### src/rtl/core/lbcm_pkg.sv
// Shared types, constants and palette for the label boundary colour mapper.
package lbcm_pkg;

  localparam int CellIdW   = 16;
  localparam int CellTypeW = 4;
  localparam int CfgW      = 11;
  localparam int HW        = 11;
  localparam int PalIdxW   = 4;
  localparam int QDepth    = 4;
  localparam int QIdxW     = 2;
  localparam int QCntW     = 3;

  localparam logic [HW-1:0] MinHeight = HW'(3);
  localparam logic [HW-1:0] MaxHeight = HW'(1024);
  localparam logic [HW-1:0] RstHeight = HW'(64);

  localparam logic [CellTypeW-1:0] MaxCellType = CellTypeW'(9);

  localparam logic [PalIdxW-1:0] PalWhite = PalIdxW'(0);
  localparam logic [PalIdxW-1:0] PalBlack = PalIdxW'(1);
  localparam logic [PalIdxW-1:0] PalGray  = PalIdxW'(10);

  localparam logic RegImageWidth  = 1'b0;
  localparam logic RegImageHeight = 1'b1;

  typedef struct packed {
    logic                 req_type;
    logic [CellIdW-1:0]   cell_id;
    logic [CellTypeW-1:0] cell_type;
  } lbcm_in_t;

  typedef struct packed {
    logic [7:0] red;
    logic [7:0] green;
    logic [7:0] blue;
    logic       is_boundary;
    logic       frame_end;
  } lbcm_out_t;

  // one queued request result: palette entry plus flags
  typedef struct packed {
    logic [PalIdxW-1:0] pal_idx;
    logic               is_boundary;
    logic               frame_end;
  } lbcm_res_t;

  function automatic logic [23:0] palette_rgb(input logic [PalIdxW-1:0] idx);
    logic [23:0] rgb;
    case (idx)
      4'd0:    rgb = {8'd255, 8'd255, 8'd255};
      4'd1:    rgb = {8'd0,   8'd0,   8'd0};
      4'd2:    rgb = {8'd255, 8'd0,   8'd0};
      4'd3:    rgb = {8'd0,   8'd255, 8'd0};
      4'd4:    rgb = {8'd0,   8'd0,   8'd255};
      4'd5:    rgb = {8'd255, 8'd255, 8'd0};
      4'd6:    rgb = {8'd0,   8'd255, 8'd255};
      4'd7:    rgb = {8'd255, 8'd0,   8'd255};
      4'd8:    rgb = {8'd255, 8'd153, 8'd51};
      4'd9:    rgb = {8'd153, 8'd51,  8'd255};
      default: rgb = {8'd128, 8'd128, 8'd128};
    endcase
    return rgb;
  endfunction

endpackage

### src/rtl/core/lbcm_back.sv
// Back end: palette lookup into the output register.
module lbcm_back import lbcm_pkg::*; (
  input  logic      clk,
  input  logic      rst,
  input  logic      q_valid,
  input  lbcm_res_t q_data,
  output logic      pop,
  output logic      res_valid,
  input  logic      res_stall,
  output lbcm_out_t res
);

  logic load;

  assign load = q_valid & (~res_valid | ~res_stall);
  assign pop  = load;

  always_ff @(posedge clk) begin
    if (rst) begin
      res_valid <= 1'b0;
    end else if (load) begin
      res_valid <= 1'b1;
    end else if (!res_stall) begin
      res_valid <= 1'b0;
    end
  end

  always_ff @(posedge clk) begin
    if (load) begin
      {res.red, res.green, res.blue} <= palette_rgb(q_data.pal_idx);
      res.is_boundary                <= q_data.is_boundary;
      res.frame_end                  <= q_data.frame_end;
    end
  end

endmodule

### config.mk
export PLATFORM = sky130hd
export DESIGN_NAME = lbcm_back
export DESIGN_NICKNAME = d
export VERILOG_FILES = /design/src/rtl/core/lbcm_pkg.sv /design/src/rtl/core/lbcm_back.sv
export SDC_FILE = /design/constraint.sdc
export NUM_CORES = 1
export LEC_CHECK = 0
export ABC_AREA = 1
export BUFFER_PORTS_ARGS = -buffer_cell sky130_fd_sc_hd__clkbuf_2
export CORE_MARGIN = 1
export CORE_UTILIZATION = 39
export DETAILED_ROUTE_END_ITERATION = 10
export PLACE_DENSITY = 0.83
export SYNTH_ARGS = -nofsm -noshare
export SYNTH_HDL_FRONTEND = slang
export SYNTH_SLANG_ARGS = --single-unit
### constraint.sdc
create_clock -name clk -period 1.91 [get_ports clk]
set_input_delay 0.382 -clock clk [delete_from_list [all_inputs] [get_ports clk]]
set_output_delay 0.382 -clock clk [all_outputs]
set_load 0.02 [all_outputs]
==> results.md <==
- Most instantiated library cell after synthesis: nand2_1
- FF-to-FF Start: res_valid
- Rel. slew slack: 83.9%
- Cells after synthesis: 65
- Number of global-route vias before repair: ~490
- Cell area after synthesis: 703 µm²
- Worst EP arrival: 1040 ps
- Leading cell types by count after synthesis: nand2_1, buf_4, edfxtp_1, inv_1, nand3_1
- Drt first pass iters: 4
- Post-synth EDFFs: 13
- Worst reg2reg endpoint: res[7]
- Area leader, netlist: edfxtp_1
- RD Place Congestion: roughly 0.85
- Worst skew pair latency: around 260 ps
- Post-CTS Setup Bufs: 0
- Largest cells by area after synthesis: edfxtp_1, buf_4, nand2_1, ha_1, dfxtp_1
- CP max FO: 3
- Post-DR wirelength/cell: 10.0 µm
- Synth Warn #: 0
- Routed WL: 1.18 mm
- Post-CTS Resized: 0
- Crit end category: output port
- Gr ovfl total: 0
- Post-synthesis area per instance: about 11 µm²
- Detailed Place HPWL: 958 µm
- Cts hold-fix bufs: 0
- Multi-input combinational cell area: 169 µm²
- Synth unique cells: 12
- Min Tclk post-route: 1420 ps
- Static Leak: 0.453 nW
- Vias: 511
- Final-stage net count: around 110
- Hold path depth: 2
- PwrDens: 819 mW/mm²
- Hold violation count in the final report: 0
- Share of layout cells above drive strength 1: 50.0%
- Worst setup SP type: register
- Reg2reg setup slack: about 800 ps
- Starting density of the core: 44.1%
- Post-route cell area: 855 µm²
- Via density: 4.33
- First-pass GRT wire length: between 1.5 and 2 mm
- Antenna Nets Post-Route: 0
- CTS H-Tree Depth: 1
- Number of buffers created by CTS: 3
- Core Util, Final: a little over half
- Reg area: 410 µm²
- Max VDD drop: roughly 250 µV
- Final worst path period share: 74.6%
- Ant. Diodes: 0
- Top cell type's share of synthesized area: 55.5%
- Worst-path clk slew: 80 ps
- RSZ-0062 raised after global routing: false
- TNS Setup: 0 ps
- Setup violations, final: 0
- Setup Skew: 1.24 ps
- Largest net degree at the start of global routing: 14
- Clk root buf: clkbuf_4
- DIE AREA: between 0.0015 and 0.002 mm²
- Measured slew at the worst slew-check pin: between 200 and 250 ps
- R2R depth: 2
- Fillers: 146
- IO Count: 38
- Area delta synth->final: 21.5%
- Maxcap violations: 0
- WS Path Type: reg2out
- Core area: roughly 0.0016 mm²
- Initial antenna violation count: 0
- FF+latch count, synth: 14
- WP data required: 1530 ps
- Ys async rst share: 0%
- Dominant synthesized flop cell: edfxtp_1
- Slew Viols, Final: 0
- Die Width: 44.5 µm
- Hold Crit Start: rst
- Worst Hold Class: in2reg
- Worst-case clock buffer depth: 2
- Status: completed
- CTS sink cnt: 14
- Max Freq: 0.702 GHz
- Sequential area share after synthesis: 58.4%
- Cell Rows: 14
- Placed Area: 828 µm²
- CTS tree: built
- GRT Total Usage: a little over an eighth
- DRC: 0
- WHS Endpoint: res_valid
- Syn nets: 77
- Die Y: 44.5 µm
- Port-buffer cells: 37
- First DRT Iteration DRCs: 10
==> routing by layer <==
layer | wire (µm) | track usage [%]
met1 | 481 | 14.1
met2 | 641 | 25.3
met3 | 43 | 0
met4 | 17 | 9.09
met5 | 0 | 0
==> cell usage in the layout, fill, tap and decap left out <==
cell and n:
a21oi_1 2, buf_4 1, clkbuf_1 1, clkbuf_2 37, clkbuf_4 3, dfxtp_1 1
edfxtp_1 13, ha_1 2, inv_1 5, inv_2 2, nand2_1 20, nand2_2 1
nand3_1 3, nand3_2 2, nand3_4 1
==> area by class of cell <==
cell class / count / share of cell area (%)
Multi-Input combinational cell: 31 / 19.8
Timing Repair Buffer: 38 / 22.5
Inverter: 7 / 3.07
Clock buffer: 4 / 3.07
Tap cell: 24 / 3.51
Sequential cell: 14 / 48.0
==> critical path, stage by stage, from the launching register on <==
cell and delay, ps:
dfxtp_1 330, a21oi_1 230, clkbuf_2 220
==> power by group <==
part	total [mW]	switching (mW)	internal, mW
sequential	0.374	0.0109	0.364
combinational	0.162	0.111	0.0505
clock	0.164	0.0831	0.0807
==> metrics by stage <==
step | hold WS, ps | setup WS (ps) | power [mW] | cells
2_1_floorplan | 451 | 134 | 0.509 | 65
3_3_place_gp | 445 | 533 | 0.538 | 114
3_5_place_dp | 495 | 483 | 0.544 | 114
4_1_cts | 261 | 482 | 0.709 | 118
5_1_grt | 262 | 455 | 0.738 | 118
6_report | 268 | 486 | 0.700 | 118
==> flip-flops by register name, summed over array words and instances (netlist names) <==
| name | flops |
|---|---|
| res | 13 |
| res_valid | 1 |
==> how the worst max path moves through the flow <==
stage | to | startpoint | slack [ps] | depth (start not counted)
after global routing | pop | res_valid | 460 | 2
after global placement | res[15] | q_data[2] | 530 | 7
after detailed placement | res[13] | q_data[2] | 480 | 7
after floorplan | res[0] | q_valid | 130 | 2
after CTS | pop | res_valid | 480 | 2
final | pop | res_valid | 490 | 2
==> cell families after synthesis <==
| group | Yosys count | synth area share [%] |
|---|---|---|
| compound gates | 2 | 1.42 |
| flops | 14 | 58.4 |
| simple gates | 27 | 19.0 |
| buf+inv | 20 | 17.6 |
| fa+ha+maj | 2 | 3.56 |
(Power assumes the default switching activity.)
