$ cat config.mk
export PLATFORM = sky130hd
export DESIGN_NAME = lbcm_queue
export DESIGN_NICKNAME = d
export VERILOG_FILES = /design/src/rtl/core/lbcm_pkg.sv /design/src/rtl/core/lbcm_queue.sv
export SDC_FILE = /design/constraint.sdc
export NUM_CORES = 1
export LEC_CHECK = 0
export BUFFER_PORTS_ARGS = -buffer_cell sky130_fd_sc_hd__buf_2
export CAP_MARGIN = 10
export CORE_MARGIN = 2
export CORE_UTILIZATION = 30
export DETAILED_ROUTE_END_ITERATION = 8
export GPL_TIMING_DRIVEN = 1
export PLACE_DENSITY_LB_ADDON = 0.08
export SKIP_CTS_REPAIR_TIMING = 1
export SYNTH_ARGS = -nofsm -noshare
export SYNTH_HDL_FRONTEND = slang
export SYNTH_SLANG_ARGS = --single-unit
$ cat constraint.sdc
create_clock -name clk -period 4.2 [get_ports clk]
set_clock_uncertainty 0.05 [all_clocks]
set_input_delay 0.84 -clock clk [delete_from_list [all_inputs] [get_ports clk]]
set_output_delay 0.84 -clock clk [all_outputs]
set_load 0.1 [all_outputs]
$ cat src/rtl/core/lbcm_pkg.sv
// Shared types, constants and palette for the label boundary colour mapper.
package lbcm_pkg;

  localparam int CellIdW   = 16;
  localparam int CellTypeW = 4;
  localparam int CfgW      = 11;
  localparam int HW        = 11;
  localparam int PalIdxW   = 4;
  localparam int QDepth    = 4;
  localparam int QIdxW     = 2;
  localparam int QCntW     = 3;

  localparam logic [HW-1:0] MinHeight = HW'(3);
  localparam logic [HW-1:0] MaxHeight = HW'(1024);
  localparam logic [HW-1:0] RstHeight = HW'(64);

  localparam logic [CellTypeW-1:0] MaxCellType = CellTypeW'(9);

  localparam logic [PalIdxW-1:0] PalWhite = PalIdxW'(0);
  localparam logic [PalIdxW-1:0] PalBlack = PalIdxW'(1);
  localparam logic [PalIdxW-1:0] PalGray  = PalIdxW'(10);

  localparam logic RegImageWidth  = 1'b0;
  localparam logic RegImageHeight = 1'b1;

  typedef struct packed {
    logic                 req_type;
    logic [CellIdW-1:0]   cell_id;
    logic [CellTypeW-1:0] cell_type;
  } lbcm_in_t;

  typedef struct packed {
    logic [7:0] red;
    logic [7:0] green;
    logic [7:0] blue;
    logic       is_boundary;
    logic       frame_end;
  } lbcm_out_t;

  // one queued request result: palette entry plus flags
  typedef struct packed {
    logic [PalIdxW-1:0] pal_idx;
    logic               is_boundary;
    logic               frame_end;
  } lbcm_res_t;

  function automatic logic [23:0] palette_rgb(input logic [PalIdxW-1:0] idx);
    logic [23:0] rgb;
    case (idx)
      4'd0:    rgb = {8'd255, 8'd255, 8'd255};
      4'd1:    rgb = {8'd0,   8'd0,   8'd0};
      4'd2:    rgb = {8'd255, 8'd0,   8'd0};
      4'd3:    rgb = {8'd0,   8'd255, 8'd0};
      4'd4:    rgb = {8'd0,   8'd0,   8'd255};
      4'd5:    rgb = {8'd255, 8'd255, 8'd0};
      4'd6:    rgb = {8'd0,   8'd255, 8'd255};
      4'd7:    rgb = {8'd255, 8'd0,   8'd255};
      4'd8:    rgb = {8'd255, 8'd153, 8'd51};
      4'd9:    rgb = {8'd153, 8'd51,  8'd255};
      default: rgb = {8'd128, 8'd128, 8'd128};
    endcase
    return rgb;
  endfunction

endpackage

$ cat src/rtl/core/lbcm_queue.sv
// Short result queue between the front end and the output stage.
module lbcm_queue import lbcm_pkg::*; (
  input  logic             clk,
  input  logic             rst,
  input  logic             push,
  input  lbcm_res_t        push_data,
  input  logic             pop,
  output logic             not_empty,
  output lbcm_res_t        head,
  output logic [QCntW-1:0] level
);

  lbcm_res_t        entries [QDepth];
  logic [QIdxW-1:0] wr_ptr;
  logic [QIdxW-1:0] rd_ptr;
  logic [QCntW-1:0] count;

  always_ff @(posedge clk) begin
    if (rst) begin
      wr_ptr <= '0;
      rd_ptr <= '0;
      count  <= '0;
    end else begin
      if (push) begin
        wr_ptr <= wr_ptr + QIdxW'(1);
      end
      if (pop) begin
        rd_ptr <= rd_ptr + QIdxW'(1);
      end
      if (push && !pop) begin
        count <= count + QCntW'(1);
      end else if (pop && !push) begin
        count <= count - QCntW'(1);
      end
    end
  end

  always_ff @(posedge clk) begin
    if (push) begin
      entries[wr_ptr] <= push_data;
    end
  end

  assign head      = entries[rd_ptr];
  assign not_empty = count != '0;
  assign level     = count;

endmodule

==> flow_summary.ini, run 1 <==
[pwr]
total_power_w = 0.000811
comb_power_share_pct = 25.1
p_switching_w = 0.000278
p_leak_nw = 0.568
swShare_pct = 34.3
seqPwrFrac_pct = 47.8
p_clk_share_pct = 27.1
power_per_cell_area_nw_per_um2 = 536
ir_worst_vdd_mv = 0.162
p_int_w = 0.000533

[layout]
nNetsFinal = 114
drive_gt1_share_pct = 30.3
final_cell_mix = edfxtp_1 (24), buf_2 (19), dfxtp_1 (9)
area_growth_pct = 17.2
fill_cells = 388
layoutNonFillerInstCount = 149
layout_commonest_cell = edfxtp_1
n_antenna_cell = 0
stdcell_area_sq_um = 1510

[global_route]
grt_pass1_wl_um = 3390
grt_pass1_vias = 699
gr-total-overflow = 0
gr-usage-all-layers_pct = 9.70
antenna_found_initial = 0
grt_start_max_net_pins = 10

[drt]
via_count = 640
drtIter0Drc = 12
drc = 0
wl_per_cell_um = 13.9
drt_pass1_iterations = 4
ant_nets = 0
totalWireLength_um = 2080
vias_per_cell = 4.30

[min_path]
hold_class = reg -> reg

[clocking]
clkLatencyLatePin_ps = 270
root_buffer = clkbuf_8
clock_path_buffers = 2
cts.htree.levels = 2
cts-buffers-inserted = 5
clk_pin_slew_ps = 60
cts.sinks = 33
cts_tree = built

[sta]
setup_viol = 0
fin_crit_ps = 2610
fmax_mhz = 383
max_slew_margin_pct = 67.5
period_share_pct = 62.2
drv_slew = 0
whs_ps = 444
hold_viol = 0
rsz0062_at_grt = no
tightest_slew_ps = 492
tns_ps = 0

[worst_setup_path]
arrival_ps = 1720
crit_required_ps = 3310
start_kind = flop
end_kind = output port
critPathKind = reg -> out
worst-path-max-fanout = 6

[die]
dieArea_sq_um = 4840
die_h_um = 69.6
io_pins = 20
start_util_pct = 31.8
fp-row-count = 23
core_area_sq_um = 4060
chipWidth_um = 69.6

[placed_design]
routabilityCongestion = 0.655
numPlacedInstances = 141
place_area_sq_um = 1430
dp_hpwl_um = 1490
io_buffers = 19

[synth]
ys_warn_count = 0
ys_ff_latch = 33
ys_seq_area_share_pct = 69.8
syn_area_sq_um = 1290
avgSynthCellArea_sq_um = 17.4
syn-instance-count = 74
ys_types = 17
synthesis.nets = 90

[job]
maxCapViolations = 0

[status]
status = completed
## metal layers
metal  share of wire, %  wire length [um]  global-route usage, %  vias to the layer above
met2                 48              1000                   15.0                       15
met4               0.82                17                   4.58                        0
met3                5.7               118                   5.38                        2
li1                   -                 -                      -                      319
met1                 45               938                   10.9                      304
met5                  0                 0                      0                        -
## synthesized netlist by cell type
master	number	area share (%)
xnor2_1	2	1.4
edfxtp_1	24	56
o21ai_0	1	0.39
ha_1	5	4.8
a21oi_1	1	0.39
xor2_1	3	2.0
nand2_1	1	0.29
dfxtp_1	9	14
clkbuf_2	1	0.39
mux4_2	6	10
or3_1	2	0.97
inv_1	4	1.2
buf_6	1	0.87
nor2_1	7	2.0
fa_1	1	1.6
mux2i_1	2	1.6
and2_1	4	1.9
## worst paths after layout
check	startpoint	end	slack, ps	cells past startpoint
worst min register to register	level[2]	level[2]	440	2
worst min-delay path	level[2]	level[2]	440	2
worst max register to register	level[0]	level[2]	2700	4
worst max-delay path	flop	head[0]	1590	2
## power by group through the flow
| stage | clock [W] | combinational (W) | sequential (W) |
|---|---|---|---|
| after global placement | 0 | 0.000204 | 0.000395 |
| final | 0.000220 | 0.000204 | 0.000388 |
| after detailed placement | 0 | 0.000206 | 0.000396 |
| after floorplan | 0 | 0.000143 | 0.000426 |
| after CTS | 0.000229 | 0.000206 | 0.000389 |
| after global routing | 0.000242 | 0.000215 | 0.000392 |
## per-stage QoR
stage | setup slack, ps | util (%)
final | 1590 | 37.3
after global routing | 1500 | 37.3
after CTS | 1550 | 37.3
after detailed placement | 1860 | 35.3
after global placement | 1840 | 35.3
after floorplan | 1490 | -
## state kept, by name, indices dropped and copies added (netlist names), named ones only
name / flops
entries: 24
rd_ptr: 2
wr_ptr: 2
level: 3
## layout make-up
type	instances	area [sq um]	area share [%]
well taps	50	62.6	4.14
flip-flops and latches	33	901	59.6
multi-input cells	35	359	23.7
repair buffers	19	95.1	6.29
inverters	4	15.0	0.993
clock buffers	8	80.1	5.29
## critical path: stages (launching register included)
cell	delay [ps]
dfxtp_1	580
mux4_2	560
buf_2	300
## kinds of logic after synthesis
kind of cell	share of synthesized area (%)
flip-flops	69.8
AND/OR/NAND/NOR	5.23
multiplexers	12.0
buffers and inverters	2.42
adder cells (fa/ha/maj)	6.40
XOR/XNOR	3.39
AO/OA/AOI/OAI	0.774
Note: power is estimated with default switching activity, not from simulation.
==> run 2: changes to the inputs <==
Settings changed: ABC_AREA from default to 1.
Clock period 4.2 ns to 2.75 ns, I/O delays scaled along.
==> flow_summary.ini, run 2 <==
[drt]
via_count = 851
vias_per_cell = 4.41
ant_nets = 0
totalWireLength_um = 2410
drc = 0
drtIter0Drc = 55
wl_per_cell_um = 12.5
drt_pass1_iterations = 4

[pwr]
swShare_pct = 34.6
power_per_cell_area_nw_per_um2 = 772
seqPwrFrac_pct = 48.5
p_clk_share_pct = 28.0
ir_worst_vdd_mv = 0.247
p_int_w = 0.000787
comb_power_share_pct = 23.6
p_leak_nw = 0.656
p_switching_w = 0.000415

[layout]
area_growth_pct = 16.5
largest-register = entries
multi_input_area_sq_um = 349
final_cell_mix = edfxtp_1 (24), nor2_1 (19), buf_2 (19)
layoutNonFillerInstCount = 193
layout_commonest_cell = edfxtp_1
n_antenna_cell = 0
largest_register_ffs = 24
fill_cells = 458
seq_area_sq_um = 901
drive_gt1_share_pct = 19.9
nNetsFinal = 156

[clocking]
cts.htree.levels = 2
clkLatencyLatePin_ps = 280
cts.sinks = 33
root_buffer = clkbuf_8
cts-buffers-inserted = 5
clk_pin_slew_ps = 70
cts_tree = built
clock_path_buffers = 2

[synth]
synth_ff_type = edfxtp_1
ys_seq_area_share_pct = 67.4
synthArstFlopShare_pct = 0
syn-instance-count = 116
synth_top_area_share_pct = 53.9
avgSynthCellArea_sq_um = 11.5
ys_warn_count = 0
synth.top_cells.by_area = edfxtp_1 (54%), dfxtp_1 (13%), nor2_1 (5.3%), ha_1 (4.7%), inv_1 (4.2%)
synthesis.nets = 132
synth_most_common_cell = edfxtp_1
synthTopCellsByCount = edfxtp_1 (24), nor2_1 (19), inv_1 (15), nand2_1 (10)
ys_types = 16
synth_edf_count = 24
ys_ff_latch = 33
yosysTopAreaCell = edfxtp_1
syn_area_sq_um = 1340

[die]
chipWidth_um = 70.7
io_pins = 20
start_util_pct = 30.9
fp-row-count = 24
die_h_um = 70.7
core_area_sq_um = 4320
dieArea_sq_um = 5000

[global_route]
gr-total-overflow = 0
gr-usage-all-layers_pct = 11.1
grt_start_max_net_pins = 14
grt_pass1_wl_um = 4110
antenna_found_initial = 0
grt_pass1_vias = 836

[worst_setup_path]
ff2ff_setup_slack_ps = 1490
end_kind = output port
worst-path-max-fanout = 13
critPathKind = reg -> out
crit_required_ps = 2150
start_kind = flop
arrival_ps = 1670

[sta]
max_slew_margin_pct = 67.7
drv_slew = 0
rsz0062_at_grt = no
fmax_mhz = 441
tns_ps = 0
tightest_slew_ps = 488
period_share_pct = 82.4
hold_viol = 0
fin_crit_ps = 2270
setup_viol = 0

[placed_design]
io_buffers = 19
numPlacedInstances = 185
dp_hpwl_um = 1680
routabilityCongestion = 0.755

[status]
status = completed

[min_path]
hold_class = in -> reg

[job]
maxCapViolations = 0
==> run 2: path summary, 6_finish.rpt <==
check                           startpoint   endpoint  cells after the start
worst max-delay path                  flop    head[3]                      4
worst min-delay path                   rst   level[0]                      2
worst max register to register    level[0]   level[2]                      7
worst min register to register   rd_ptr[1]  rd_ptr[1]                      1
==> run 2: cell type report <==
class	instances	share of cell area [%]
clock buffer	6	4.66
inverter	17	4.10
timing repair buffer	19	6.11
multi-input combinational	64	22.4
tap	52	4.18
clock inverter	2	0.643
sequential	33	57.9
==> run 2: metrics by stage <==
stage          total power (W)  setup WS, ps  area (sq um)  hold WS (ps)  utilization (%)
2_1_floorplan         0.000831           118          1340           362                -
5_1_grt                0.00127           328          1560           383             36.0
3_3_place_gp          0.000877           780          1470           380             34.1
6_report               0.00120           483          1560           388             36.0
3_5_place_dp          0.000880           753          1470           377             34.1
4_1_cts                0.00122           445          1560           376             36.0
==> run 2: power groups by stage <==
stage | logic (W) | registers [W] | clock network (W)
finish | 0.000283 | 0.000583 | 0.000336
floorplan | 0.000193 | 0.000637 | 0
CTS | 0.000286 | 0.000583 | 0.000354
detailed placement | 0.000286 | 0.000594 | 0
global placement | 0.000283 | 0.000594 | 0
global route | 0.000304 | 0.000587 | 0.000382
==> run 2: kinds of logic after synthesis <==
kind of cell,share of synthesized area [%]
flip-flops,67.4
AND/OR/NAND/NOR,8.99
AO/OA/AOI/OAI,10.3
buffers and inverters,6.46
adder cells (fa/ha/maj),6.18
XOR/XNOR,0.656
==> run 2: critical path, cell delays in order (launching register included) <==
cell,delay (ps)
dfxtp_1,600
inv_2,210
o21ai_0,190
o22ai_1,90
buf_2,290
==> run 2: layer usage <==
| metal | wire length, um | up-vias | GRT usage [%] |
|---|---|---|---|
| met3 | 123 | 5 | 4.84 |
| met4 | 48 | 0 | 5.03 |
| met5 | 0 | - | 0 |
| met2 | 1070 | 20 | 15.8 |
| li1 | - | 440 | - |
| met1 | 1170 | 386 | 14.7 |
